<file path="src/design/led_driver_chain_frame_builder_core_assert.svh">
// assertion macros for the frame builder rtl
`ifndef LED_DRIVER_CHAIN_FRAME_BUILDER_CORE_ASSERT_SVH
`define LED_DRIVER_CHAIN_FRAME_BUILDER_CORE_ASSERT_SVH

// same-cycle implication, off during reset
`define LDCFB_ASSERT_NOW(lbl, clk, rst_n, ante, cons, msg) \
    lbl: assert property (@(posedge clk) disable iff (!(rst_n)) (ante) |-> (cons)) \
        else $error(msg);

// next-cycle implication, off during reset
`define LDCFB_ASSERT_NEXT(lbl, clk, rst_n, ante, cons, msg) \
    lbl: assert property (@(posedge clk) disable iff (!(rst_n)) (ante) |=> (cons)) \
        else $error(msg);

`endif

</file>
<file path="src/design/ldcfb_pkg.sv">
`default_nettype none

package ldcfb_pkg;

    localparam int ACTION_W = 3;
    localparam int DEVICE_W = 3;
    localparam int DIGIT_W  = 3;
    localparam int VALUE_W  = 8;
    localparam int OPC_W    = 8;
    localparam int WORD_W   = 16;
    localparam int CFG_W    = 4;

    // chain geometry
    localparam logic [CFG_W-1:0]   MAX_CHAIN         = 4'd8;
    localparam int                 DIGITS_PER_DEVICE = 8;
    localparam logic [DIGIT_W-1:0] DIGIT_LAST        = DIGIT_W'(DIGITS_PER_DEVICE - 1);

    // opcodes and data limits
    localparam logic [OPC_W-1:0]   OPC_DIGIT_BASE   = 8'd1;
    localparam logic [OPC_W-1:0]   OPC_INTENSITY    = 8'd10;
    localparam logic [OPC_W-1:0]   OPC_SCANLIMIT    = 8'd11;
    localparam logic [OPC_W-1:0]   OPC_SHUTDOWN     = 8'd12;
    localparam logic [VALUE_W-1:0] SCAN_LIMIT_COUNT = 8'd8;
    localparam logic [VALUE_W-1:0] INTENSITY_COUNT  = 8'd16;

    typedef enum logic [ACTION_W-1:0] {
        ACT_SET_DIGIT  = 3'd0,
        ACT_CLEAR      = 3'd1,
        ACT_SHUTDOWN   = 3'd2,
        ACT_SCAN_LIMIT = 3'd3,
        ACT_INTENSITY  = 3'd4
    } t_action;

    typedef enum logic {
        ST_IDLE,
        ST_EMIT
    } t_state;

    // decoded command
    typedef struct packed {
        logic              ok;
        logic              clear;
        logic [OPC_W-1:0]  opcode;
        logic [VALUE_W-1:0] data;
    } t_cmd;

endpackage

`default_nettype wire

</file>
<file path="src/design/ldcfb_in_if.sv">
`default_nettype none

interface ldcfb_in_if;
    logic                              valid;
    logic                              ready;
    logic [ldcfb_pkg::ACTION_W-1:0]    action;
    logic [ldcfb_pkg::DEVICE_W-1:0]    device;
    logic [ldcfb_pkg::DIGIT_W-1:0]     digit;
    logic [ldcfb_pkg::VALUE_W-1:0]     value;

    modport source (output valid, action, device, digit, value, input ready);
    modport sink   (input valid, action, device, digit, value, output ready);
endinterface

`default_nettype wire

</file>
<file path="src/design/ldcfb_out_if.sv">
`default_nettype none

interface ldcfb_out_if;
    logic                            valid;
    logic                            ready;
    logic [ldcfb_pkg::WORD_W-1:0]    word;
    logic                            frame_end;
    logic                            last;

    modport source (output valid, word, frame_end, last, input ready);
    modport sink   (input valid, word, frame_end, last, output ready);
endinterface

`default_nettype wire

</file>
<file path="src/design/ldcfb_cfg_if.sv">
`default_nettype none

interface ldcfb_cfg_if;
    logic                           valid;
    logic                           ready;
    logic [ldcfb_pkg::CFG_W-1:0]    data;

    modport source (output valid, data, input ready);
    modport sink   (input valid, data, output ready);
endinterface

`default_nettype wire

</file>
<file path="src/design/ldcfb_decode.sv">
`default_nettype none

// checks one request against the chain and turns it into opcode and data
module ldcfb_decode (
    input  wire logic [ldcfb_pkg::ACTION_W-1:0] i_action,
    input  wire logic [ldcfb_pkg::DEVICE_W-1:0] i_device,
    input  wire logic [ldcfb_pkg::DIGIT_W-1:0]  i_digit,
    input  wire logic [ldcfb_pkg::VALUE_W-1:0]  i_value,
    input  wire logic [ldcfb_pkg::CFG_W-1:0]    i_chain_len,
    output ldcfb_pkg::t_cmd                     o_cmd
);

    logic w_on_chain;

    assign w_on_chain = {1'b0, i_device} < i_chain_len;

    always_comb begin
        o_cmd.ok     = 1'b0;
        o_cmd.clear  = 1'b0;
        o_cmd.opcode = '0;
        o_cmd.data   = i_value;
        unique case (i_action)
            ldcfb_pkg::ACT_SET_DIGIT: begin
                o_cmd.ok     = ({1'b0, i_digit} < 4'(ldcfb_pkg::DIGITS_PER_DEVICE));
                o_cmd.opcode = ldcfb_pkg::OPC_DIGIT_BASE
                               + ldcfb_pkg::OPC_W'(i_digit);
            end
            ldcfb_pkg::ACT_CLEAR: begin
                // frame index is added per frame in the sequencer
                o_cmd.ok     = 1'b1;
                o_cmd.clear  = 1'b1;
                o_cmd.opcode = ldcfb_pkg::OPC_DIGIT_BASE;
                o_cmd.data   = '0;
            end
            ldcfb_pkg::ACT_SHUTDOWN: begin
                // nonzero flag means off, which is data zero
                o_cmd.ok     = 1'b1;
                o_cmd.opcode = ldcfb_pkg::OPC_SHUTDOWN;
                o_cmd.data   = ldcfb_pkg::VALUE_W'(i_value == '0);
            end
            ldcfb_pkg::ACT_SCAN_LIMIT: begin
                o_cmd.ok     = i_value < ldcfb_pkg::SCAN_LIMIT_COUNT;
                o_cmd.opcode = ldcfb_pkg::OPC_SCANLIMIT;
            end
            ldcfb_pkg::ACT_INTENSITY: begin
                o_cmd.ok     = i_value < ldcfb_pkg::INTENSITY_COUNT;
                o_cmd.opcode = ldcfb_pkg::OPC_INTENSITY;
            end
            default: begin
                o_cmd.ok = 1'b0;
            end
        endcase
        if (!w_on_chain) begin
            o_cmd.ok = 1'b0;
        end
    end

endmodule

`default_nettype wire

</file>
<file path="src/design/led_driver_chain_frame_builder_core.sv">
// Command frame builder for a daisy chain of 8-digit LED driver chips. Each
// request transfer on i_in (set digit, clear display, shutdown, scan limit or
// intensity for one chip) becomes one or more frames on o_out, one 16-bit word
// per transfer, opcode in the high byte and data in the low byte. A frame holds
// one word per chip on the chain, farthest chip first; the target chip gets the
// command and every other chip the no-op word zero. frame_end marks the word
// for chip 0, after which chip select should rise; last marks the final word
// of the request. Clear display sends eight frames, digit rows 0 to 7, all
// with data zero. A request for a chip beyond the chain, or with a digit, scan
// limit or intensity out of range, or an unknown action, is taken and gives
// no words. The chain length comes from the single configuration register
// (i_cfg, reset 8; 0 or more than 8 means 8), which the user must write only
// while idle; the block itself does not enforce this. A request is taken
// while idle, then words go out one per cycle, unless o_out stalls, from a
// single word builder (down counter over the chain, target compare, opcode
// adder) feeding an output register. i_in is not ready while a request is
// still being expanded; it is ready again once its last word has been loaded
// into the output register, even if that word is still waiting.
// No pattern history is kept, since no frame ever depends on earlier digits.
`default_nettype none

module led_driver_chain_frame_builder_core (
    input  wire logic  i_clk,
    input  wire logic  i_rst_n,
    ldcfb_cfg_if.sink  i_cfg,
    ldcfb_in_if.sink   i_in,
    ldcfb_out_if.source o_out
);

`include "led_driver_chain_frame_builder_core_assert.svh"

    // configuration
    logic [ldcfb_pkg::CFG_W-1:0]    r_num_devices;
    logic [ldcfb_pkg::CFG_W-1:0]    w_chain_len;

    // sequencer state
    ldcfb_pkg::t_state              r_state;
    ldcfb_pkg::t_state              n_state;
    logic                           w_in_ready;
    logic                           w_load;
    ldcfb_pkg::t_cmd                w_cmd;

    // current request, held while its frames go out
    logic [ldcfb_pkg::DEVICE_W-1:0] r_target;
    logic [ldcfb_pkg::OPC_W-1:0]    r_opcode;
    logic [ldcfb_pkg::VALUE_W-1:0]  r_data;
    logic                           r_clear;

    // position in the burst: chip counts down, frame counts up
    logic [ldcfb_pkg::DEVICE_W-1:0] r_dev;
    logic [ldcfb_pkg::DIGIT_W-1:0]  r_frame;

    // word builder
    logic [ldcfb_pkg::OPC_W-1:0]    w_opcode;
    logic [ldcfb_pkg::WORD_W-1:0]   w_word;
    logic                           w_frame_end;
    logic                           w_last_frame;
    logic                           w_word_last;

    // output register
    logic                           r_out_valid;
    logic [ldcfb_pkg::WORD_W-1:0]   r_word;
    logic                           r_frame_end;
    logic                           r_last;

    // chain length, out-of-range settings count as a full chain
    assign w_chain_len = (r_num_devices == '0 || r_num_devices > ldcfb_pkg::MAX_CHAIN)
                         ? ldcfb_pkg::MAX_CHAIN : r_num_devices;

    assign i_cfg.ready = 1'b1;

    always_ff @(posedge i_clk) begin
        if (!i_rst_n) begin
            r_num_devices <= ldcfb_pkg::MAX_CHAIN;
        end else if (i_cfg.valid) begin
            r_num_devices <= i_cfg.data;
        end
    end

    ldcfb_decode u_decode (
        .i_action    (i_in.action),
        .i_device    (i_in.device),
        .i_digit     (i_in.digit),
        .i_value     (i_in.value),
        .i_chain_len (w_chain_len),
        .o_cmd       (w_cmd)
    );

    // one word per load: only the target chip gets the command
    assign w_opcode     = r_opcode + ldcfb_pkg::OPC_W'(r_frame);
    assign w_word       = (r_dev == r_target) ? {w_opcode, r_data} : '0;
    assign w_frame_end  = (r_dev == '0);
    assign w_last_frame = !r_clear || (r_frame == ldcfb_pkg::DIGIT_LAST);
    assign w_word_last  = w_frame_end && w_last_frame;

    // sequencer
    always_ff @(posedge i_clk) begin
        if (!i_rst_n) begin
            r_state <= ldcfb_pkg::ST_IDLE;
        end else begin
            r_state <= n_state;
        end
    end

    always_comb begin
        n_state    = r_state;
        w_in_ready = 1'b0;
        w_load     = 1'b0;
        unique case (r_state)
            ldcfb_pkg::ST_IDLE: begin
                w_in_ready = 1'b1;
                if (i_in.valid && w_cmd.ok) begin
                    n_state = ldcfb_pkg::ST_EMIT;
                end
            end
            ldcfb_pkg::ST_EMIT: begin
                // build a word whenever the output register is free
                w_load = !r_out_valid || o_out.ready;
                if (w_load && w_word_last) begin
                    n_state = ldcfb_pkg::ST_IDLE;
                end
            end
            default: begin
                n_state = ldcfb_pkg::ST_IDLE;
            end
        endcase
    end

    assign i_in.ready = w_in_ready;

    // request capture and burst counters
    always_ff @(posedge i_clk) begin
        if (w_in_ready && i_in.valid) begin
            r_target <= i_in.device;
            r_opcode <= w_cmd.opcode;
            r_data   <= w_cmd.data;
            r_clear  <= w_cmd.clear;
            r_dev    <= ldcfb_pkg::DEVICE_W'(w_chain_len - 1'b1);
            r_frame  <= '0;
        end else if (w_load) begin
            if (w_frame_end) begin
                // wrap to the farthest chip for the next frame
                r_dev   <= ldcfb_pkg::DEVICE_W'(w_chain_len - 1'b1);
                r_frame <= r_frame + 1'b1;
            end else begin
                r_dev <= r_dev - 1'b1;
            end
        end
    end

    // output register
    always_ff @(posedge i_clk) begin
        if (!i_rst_n) begin
            r_out_valid <= 1'b0;
        end else if (w_load) begin
            r_out_valid <= 1'b1;
        end else if (o_out.ready) begin
            r_out_valid <= 1'b0;
        end
    end

    always_ff @(posedge i_clk) begin
        if (w_load) begin
            r_word      <= w_word;
            r_frame_end <= w_frame_end;
            r_last      <= w_word_last;
        end
    end

    assign o_out.valid     = r_out_valid;
    assign o_out.word      = r_word;
    assign o_out.frame_end = r_frame_end;
    assign o_out.last      = r_last;

    // checks
    `LDCFB_ASSERT_NOW(a_last_ends_frame, i_clk, i_rst_n,
        r_out_valid && r_last, r_frame_end, "last word does not close a frame")
    `LDCFB_ASSERT_NOW(a_dev_on_chain, i_clk, i_rst_n,
        r_state == ldcfb_pkg::ST_EMIT, {1'b0, r_dev} < w_chain_len,
        "chip counter beyond the chain")
    `LDCFB_ASSERT_NOW(a_single_frame, i_clk, i_rst_n,
        r_state == ldcfb_pkg::ST_EMIT && !r_clear, r_frame == '0,
        "frame counter moved on a single-frame request")
    `LDCFB_ASSERT_NEXT(a_accept_starts_burst, i_clk, i_rst_n,
        i_in.valid && w_in_ready && w_cmd.ok,
        r_state == ldcfb_pkg::ST_EMIT && r_dev == ldcfb_pkg::DEVICE_W'(w_chain_len - 1'b1),
        "accepted request did not start at the farthest chip")

endmodule

`default_nettype wire
</file>
<file path="src/flat_wrapper.sv">
// flat-port wrapper written by rule: the top's interface ports become plain ports
module led_driver_chain_frame_builder_core_flat 
  (i_clk, i_rst_n, i_cfg_valid, i_cfg_data, i_cfg_ready, i_in_valid, i_in_action, i_in_device, i_in_digit, i_in_value, i_in_ready, o_out_valid, o_out_word, o_out_frame_end, o_out_last, o_out_ready);
  ldcfb_cfg_if i_cfg_i ();
  ldcfb_in_if i_in_i ();
  ldcfb_out_if o_out_i ();
  input  wire logic i_clk;
  input  wire logic i_rst_n;
  input wire logic [$bits(i_cfg_i.valid)-1:0] i_cfg_valid;
  input wire logic [$bits(i_cfg_i.data)-1:0] i_cfg_data;
  output wire logic [$bits(i_cfg_i.ready)-1:0] i_cfg_ready;
  input wire logic [$bits(i_in_i.valid)-1:0] i_in_valid;
  input wire logic [$bits(i_in_i.action)-1:0] i_in_action;
  input wire logic [$bits(i_in_i.device)-1:0] i_in_device;
  input wire logic [$bits(i_in_i.digit)-1:0] i_in_digit;
  input wire logic [$bits(i_in_i.value)-1:0] i_in_value;
  output wire logic [$bits(i_in_i.ready)-1:0] i_in_ready;
  output wire logic [$bits(o_out_i.valid)-1:0] o_out_valid;
  output wire logic [$bits(o_out_i.word)-1:0] o_out_word;
  output wire logic [$bits(o_out_i.frame_end)-1:0] o_out_frame_end;
  output wire logic [$bits(o_out_i.last)-1:0] o_out_last;
  input wire logic [$bits(o_out_i.ready)-1:0] o_out_ready;
  assign i_cfg_i.valid = i_cfg_valid;
  assign i_cfg_i.data = i_cfg_data;
  assign i_cfg_ready = i_cfg_i.ready;
  assign i_in_i.valid = i_in_valid;
  assign i_in_i.action = i_in_action;
  assign i_in_i.device = i_in_device;
  assign i_in_i.digit = i_in_digit;
  assign i_in_i.value = i_in_value;
  assign i_in_ready = i_in_i.ready;
  assign o_out_valid = o_out_i.valid;
  assign o_out_word = o_out_i.word;
  assign o_out_frame_end = o_out_i.frame_end;
  assign o_out_last = o_out_i.last;
  assign o_out_i.ready = o_out_ready;
  led_driver_chain_frame_builder_core u_core (.i_clk(i_clk), .i_rst_n(i_rst_n), .i_cfg(i_cfg_i), .i_in(i_in_i), .o_out(o_out_i));
endmodule
</file>
<file path="config.mk">
export PLATFORM = sky130hd
export DESIGN_NAME = led_driver_chain_frame_builder_core_flat
export DESIGN_NICKNAME = d
export VERILOG_FILES = /design/src/design/ldcfb_pkg.sv /design/src/design/ldcfb_in_if.sv /design/src/design/ldcfb_out_if.sv /design/src/design/ldcfb_cfg_if.sv /design/src/design/ldcfb_decode.sv /design/src/design/led_driver_chain_frame_builder_core.sv /design/src/flat_wrapper.sv
export VERILOG_INCLUDE_DIRS = /design/src /design/src/design
export SDC_FILE = /design/constraint.sdc
export NUM_CORES = 1
export LEC_CHECK = 0
export ABC_CLOCK_PERIOD_IN_PS = 4700
export BUFFER_PORTS_ARGS = -buffer_cell sky130_fd_sc_hd__buf_2
export CELL_PAD_IN_SITES_DETAIL_PLACEMENT = 1
export CELL_PAD_IN_SITES_GLOBAL_PLACEMENT = 2
export CORE_ASPECT_RATIO = 0.7
export CORE_UTILIZATION = 38
export DETAILED_ROUTE_END_ITERATION = 8
export GPL_ROUTABILITY_DRIVEN = 0
export PLACE_DENSITY = 0.94
export REMOVE_ABC_BUFFERS = 1
export SETUP_SLACK_MARGIN = 0.02
export SYNTH_ARGS = -nofsm -noshare
export SYNTH_HDL_FRONTEND = slang
export SYNTH_SLANG_ARGS = --single-unit
</file>
<file path="constraint.sdc">
create_clock -name i_clk -period 4.7 [get_ports i_clk]
set_clock_uncertainty 0.05 [all_clocks]
set_input_delay 0.47 -clock i_clk [delete_from_list [all_inputs] [get_ports i_clk]]
set_output_delay 0.47 -clock i_clk [all_outputs]
set_load 0.03 [all_outputs]
</file>
==> flow_summary.rst <==
.. list-table::
   :header-rows: 1

   * - Metric
     - Value
   * - Fraction of post-synthesis cell area in the top cell type by area
     - 48.63%
   * - Count of flip-flops with a built-in enable after synthesis
     - 34
   * - Worst-margin pin slew
     - between 1 and 1.5 ns
   * - Area occupied by multi-input gates
     - between 800 and 900 um2
   * - Router iterations before antenna repair
     - 4
   * - Post-CTS Repair Setup Buffers
     - 0
   * - Level count of the clock H-tree
     - 2
   * - First-iteration detailed-routing DRC count
     - 81
   * - Initial Util
     - around 40%
   * - Class of the tightest hold or removal check
     - input pin to flip-flop
   * - Shortest clock period the worst path allows after layout
     - about 2.0 ns
   * - Via count of the first global-routing pass
     - about 1200
   * - Pins over their slew limit
     - 0
   * - Hold Vio Cnt, Final
     - 0
   * - Final instance area
     - around 0.0024 mm2
   * - Clk pin slew, worst setup/hold paths
     - around 0.080 ns
   * - Result of the run
     - complete, no violations
   * - Number of distinct standard cells referenced by the synthesized netlist
     - 43
   * - Max rail drop VDD
     - about 160 uV
   * - Number of setup violations in the final report
     - 0
   * - Setup repair after global routing missed its margin
     - no
   * - CTS tree
     - built
   * - Worst setup slack after placement
     - ~2.5 ns
   * - Proportion of layout cells with a drive suffix above 1
     - between 20% and 30%
   * - Largest net degree at the start of global routing
     - 24
   * - Clock root buffer
     - clkbuf_8
   * - Maximum clock frequency
     - 504.7 MHz
   * - Total routing resource utilization after global routing
     - 14.01%
   * - Number of core rows
     - 22
   * - Critical path peak fanout
     - 23
   * - Initial antenna violation count
     - 0
   * - Clock buffers created by TritonCTS
     - 5
   * - Util after Layout
     - between 40% and 50%
   * - Critical Path Start
     - u_core.r_state$_SDFF_PN0_
   * - Overall overflow remaining after global route
     - 0
   * - Die footprint
     - ~0.0058 mm2
   * - Worst setup path endpoint
     - u_core.r_dev[0]$_DFFE_PP_
   * - Worst reg2reg path endpoint
     - u_core.r_dev[0]$_DFFE_PP_
   * - Number of gates resized after cts
     - 0
   * - Global-route wire length before repair
     - about 6200 um
   * - Min setup slack post-route
     - ~2.7 ns
   * - Count of vias placed by the detailed router
     - roughly 1300
   * - PortBufs
     - between 40 and 50
   * - Die Y-Extent
     - roughly 64 um
   * - Clock network latency to the later pin of the worst-skew pair
     - 0.30 ns
   * - DP Area
     - approximately 0.0023 mm2
   * - Num Clock Sinks
     - 43
   * - Cell count of the worst reg-to-reg path
     - 3
   * - Sort of element at the end of the critical path
     - flip-flop
   * - Width of the chip
     - just over 90 um
   * - Sequential fraction of the synthesis area
     - approximately 57%
   * - Number of warning messages in the yosys log
     - 0
   * - Synth Cell Area
     - 0.002100 mm2
   * - Residual DRC
     - 0
   * - Crit path launch type
     - flip-flop
   * - Via density per instance
     - between 4 and 5
   * - MaxCap Viol Count
     - 0
   * - Dominant cells by area after synthesis
     - edfxtp_1 (49%), dfxtp_1 (8.6%), ha_1 (6.6%)
   * - Final setup TNS
     - 0 ns
   * - Most used flip-flop cell after synthesis
     - edfxtp_1
   * - Crit share post-route
     - a little over two fifths
   * - Post-Route WL
     - about 3800 um
   * - Lkg Pwr
     - ~1.0 nW
   * - Async SR Flop Fraction
     - 0%
   * - Data required time of the worst path
     - 4.69 ns
   * - Number of nets in the layout
     - 249
   * - Areal power density over the cells
     - 336.7 mW/mm2
   * - I/O pins
     - between 40 and 50
   * - Count of inserted antenna diode cells
     - 0
   * - Fill cell instance count of the final layout
     - between 500 and 600
   * - Count of state elements after synthesis
     - 43
   * - Floorplan core area
     - 0.005285 mm2
   * - # hold bufs at CTS
     - 0
   * - Post-Synthesis Mean Instance Area
     - ~12 um2
   * - Worst Path Arrival
     - just under 2 ns
   * - Clk buf depth
     - 2
   * - Yosys top cell by area
     - edfxtp_1
   * - Number of nets still failing antenna checks after routing
     - 0
   * - Kind of critical path
     - flip-flop to flip-flop
   * - Register-to-register path setup slack
     - ~2.7 ns
   * - Worst hold path startpoint
     - i_in_device[1]
   * - Post-detailed-placement half-perimeter wirelength
     - slightly below 3000 um
   * - Startpoint of the most critical register-to-register path
     - u_core.r_state$_SDFF_PN0_
   * - Mapped Cells
     - 170
   * - Wire length per cell after detailed routing
     - about 13 um
   * - Layout-stage area growth over the synthesis result
     - 16.21%
   * - Register cell area after layout
     - roughly 0.0012 mm2
   * - Relative slew slack
     - between 30 and 40%
cell families (layout without fill, tap and decap cells):
group / after synthesis / after routing / synth area share, %
fa+ha+maj: 12 / 12 / 7.509
compound gates: 19 / 19 / 6.377
buf+inv: 19 / 59 / 4.648
xor+xnor: 8 / 8 / 3.337
other cells: 2 / 4 / 0.3577
simple gates: 59 / 59 / 16.69
mux: 8 / 8 / 3.874
flops: 43 / 43 / 57.21
area by class of cell:
| cell class | count | area share (%) |
|---|---|---|
| clock buffers | 5 | 2.821 |
| repair buffers | 42 | 8.615 |
| inverters | 9 | 1.385 |
| flip-flops and latches | 43 | 49.23 |
| multi-input cells | 110 | 33.23 |
| well taps | 72 | 3.692 |
| clock inverters | 3 | 1.026 |
where the power goes:
part,internal (mW),switching (mW)
registers,0.446,0.0119
clock network,0.106,0.132
logic,0.0447,0.0813
critical path, cell delays in order (launching register included):
cell,delay (ns)
dfxtp_1,0.35
nor2b_2,0.80
nor2_2,0.15
mux2_1,0.37
flip-flops by register name, indices dropped and copies added, names as in the netlist, 3 cells and up:
| name | flops |
|---|---|
| u_core.o_out.word | 13 |
| u_core.r_data | 8 |
| u_core.r_num_devices | 4 |
| u_core.r_opcode | 4 |
| u_core.r_dev | 3 |
| u_core.r_frame | 3 |
| u_core.r_target | 3 |
cells in the mapped netlist (2+ instances only):
library cell / count
xor2_1: 5
o21ai_0: 2
a21oi_1: 3
nor3b_1: 2
inv_1: 9
buf_2: 3
mux2i_1: 7
nor2b_1: 11
nand2_1: 4
and2_1: 12
nor2_1: 13
ha_1: 11
o21a_1: 2
conb_1: 2
xnor2_1: 3
edfxtp_1: 34
dfxtp_1: 9
nand2b_1: 5
nor3_1: 2
nor2_2: 2
o21ai_1: 2
buf_4: 6
layout by cell type (no fill, tap or decap), types with 5 or more instances in the layout:
cell type / n
nand2b_1: 5
ha_1: 11
nor2_1: 13
inv_1: 9
dfxtp_1: 9
and2_1: 12
xor2_1: 5
edfxtp_1: 34
nor2b_1: 10
mux2i_1: 7
buf_2: 42
clkbuf_8: 5
worst min-delay path by stage:
stage / end / depth (start not counted)
2_1_floorplan: u_core.o_out.word[0]$_SDFFCE_PP0P_ / 1
3_3_place_gp: u_core.o_out.word[0]$_SDFFCE_PP0P_ / 1
3_5_place_dp: u_core.o_out.word[5]$_SDFFCE_PP0P_ / 1
4_1_cts: u_core.r_target[1]$_DFFE_PP_ / 1
5_1_grt: u_core.r_target[1]$_DFFE_PP_ / 1
6_report: u_core.r_target[1]$_DFFE_PP_ / 1
routing by layer:
metal  GRT usage (%)  vias to the layer above  wire length [um]  share of wire, %
met5               0                        -                 0                 0
met4           5.357                        0                55               1.5
met3           3.810                        6               256               6.8
met2           20.64                       42              1572                42
met1           19.58                      593              1869                50
li1                -                      667                 -                 -
through the flow:
step | hold slack (ns) | std cells | power, mW
CTS | 0.3138 | 284 | 0.8294
detailed placement | 0.4577 | 276 | 0.5948
global placement | 0.4530 | 276 | 0.5882
finish | 0.3226 | 284 | 0.8216
global route | 0.3094 | 284 | 0.8627
floorplan | 0.4467 | 162 | 0.5465
No activity file was read; power rests on OpenSTA's default activity.
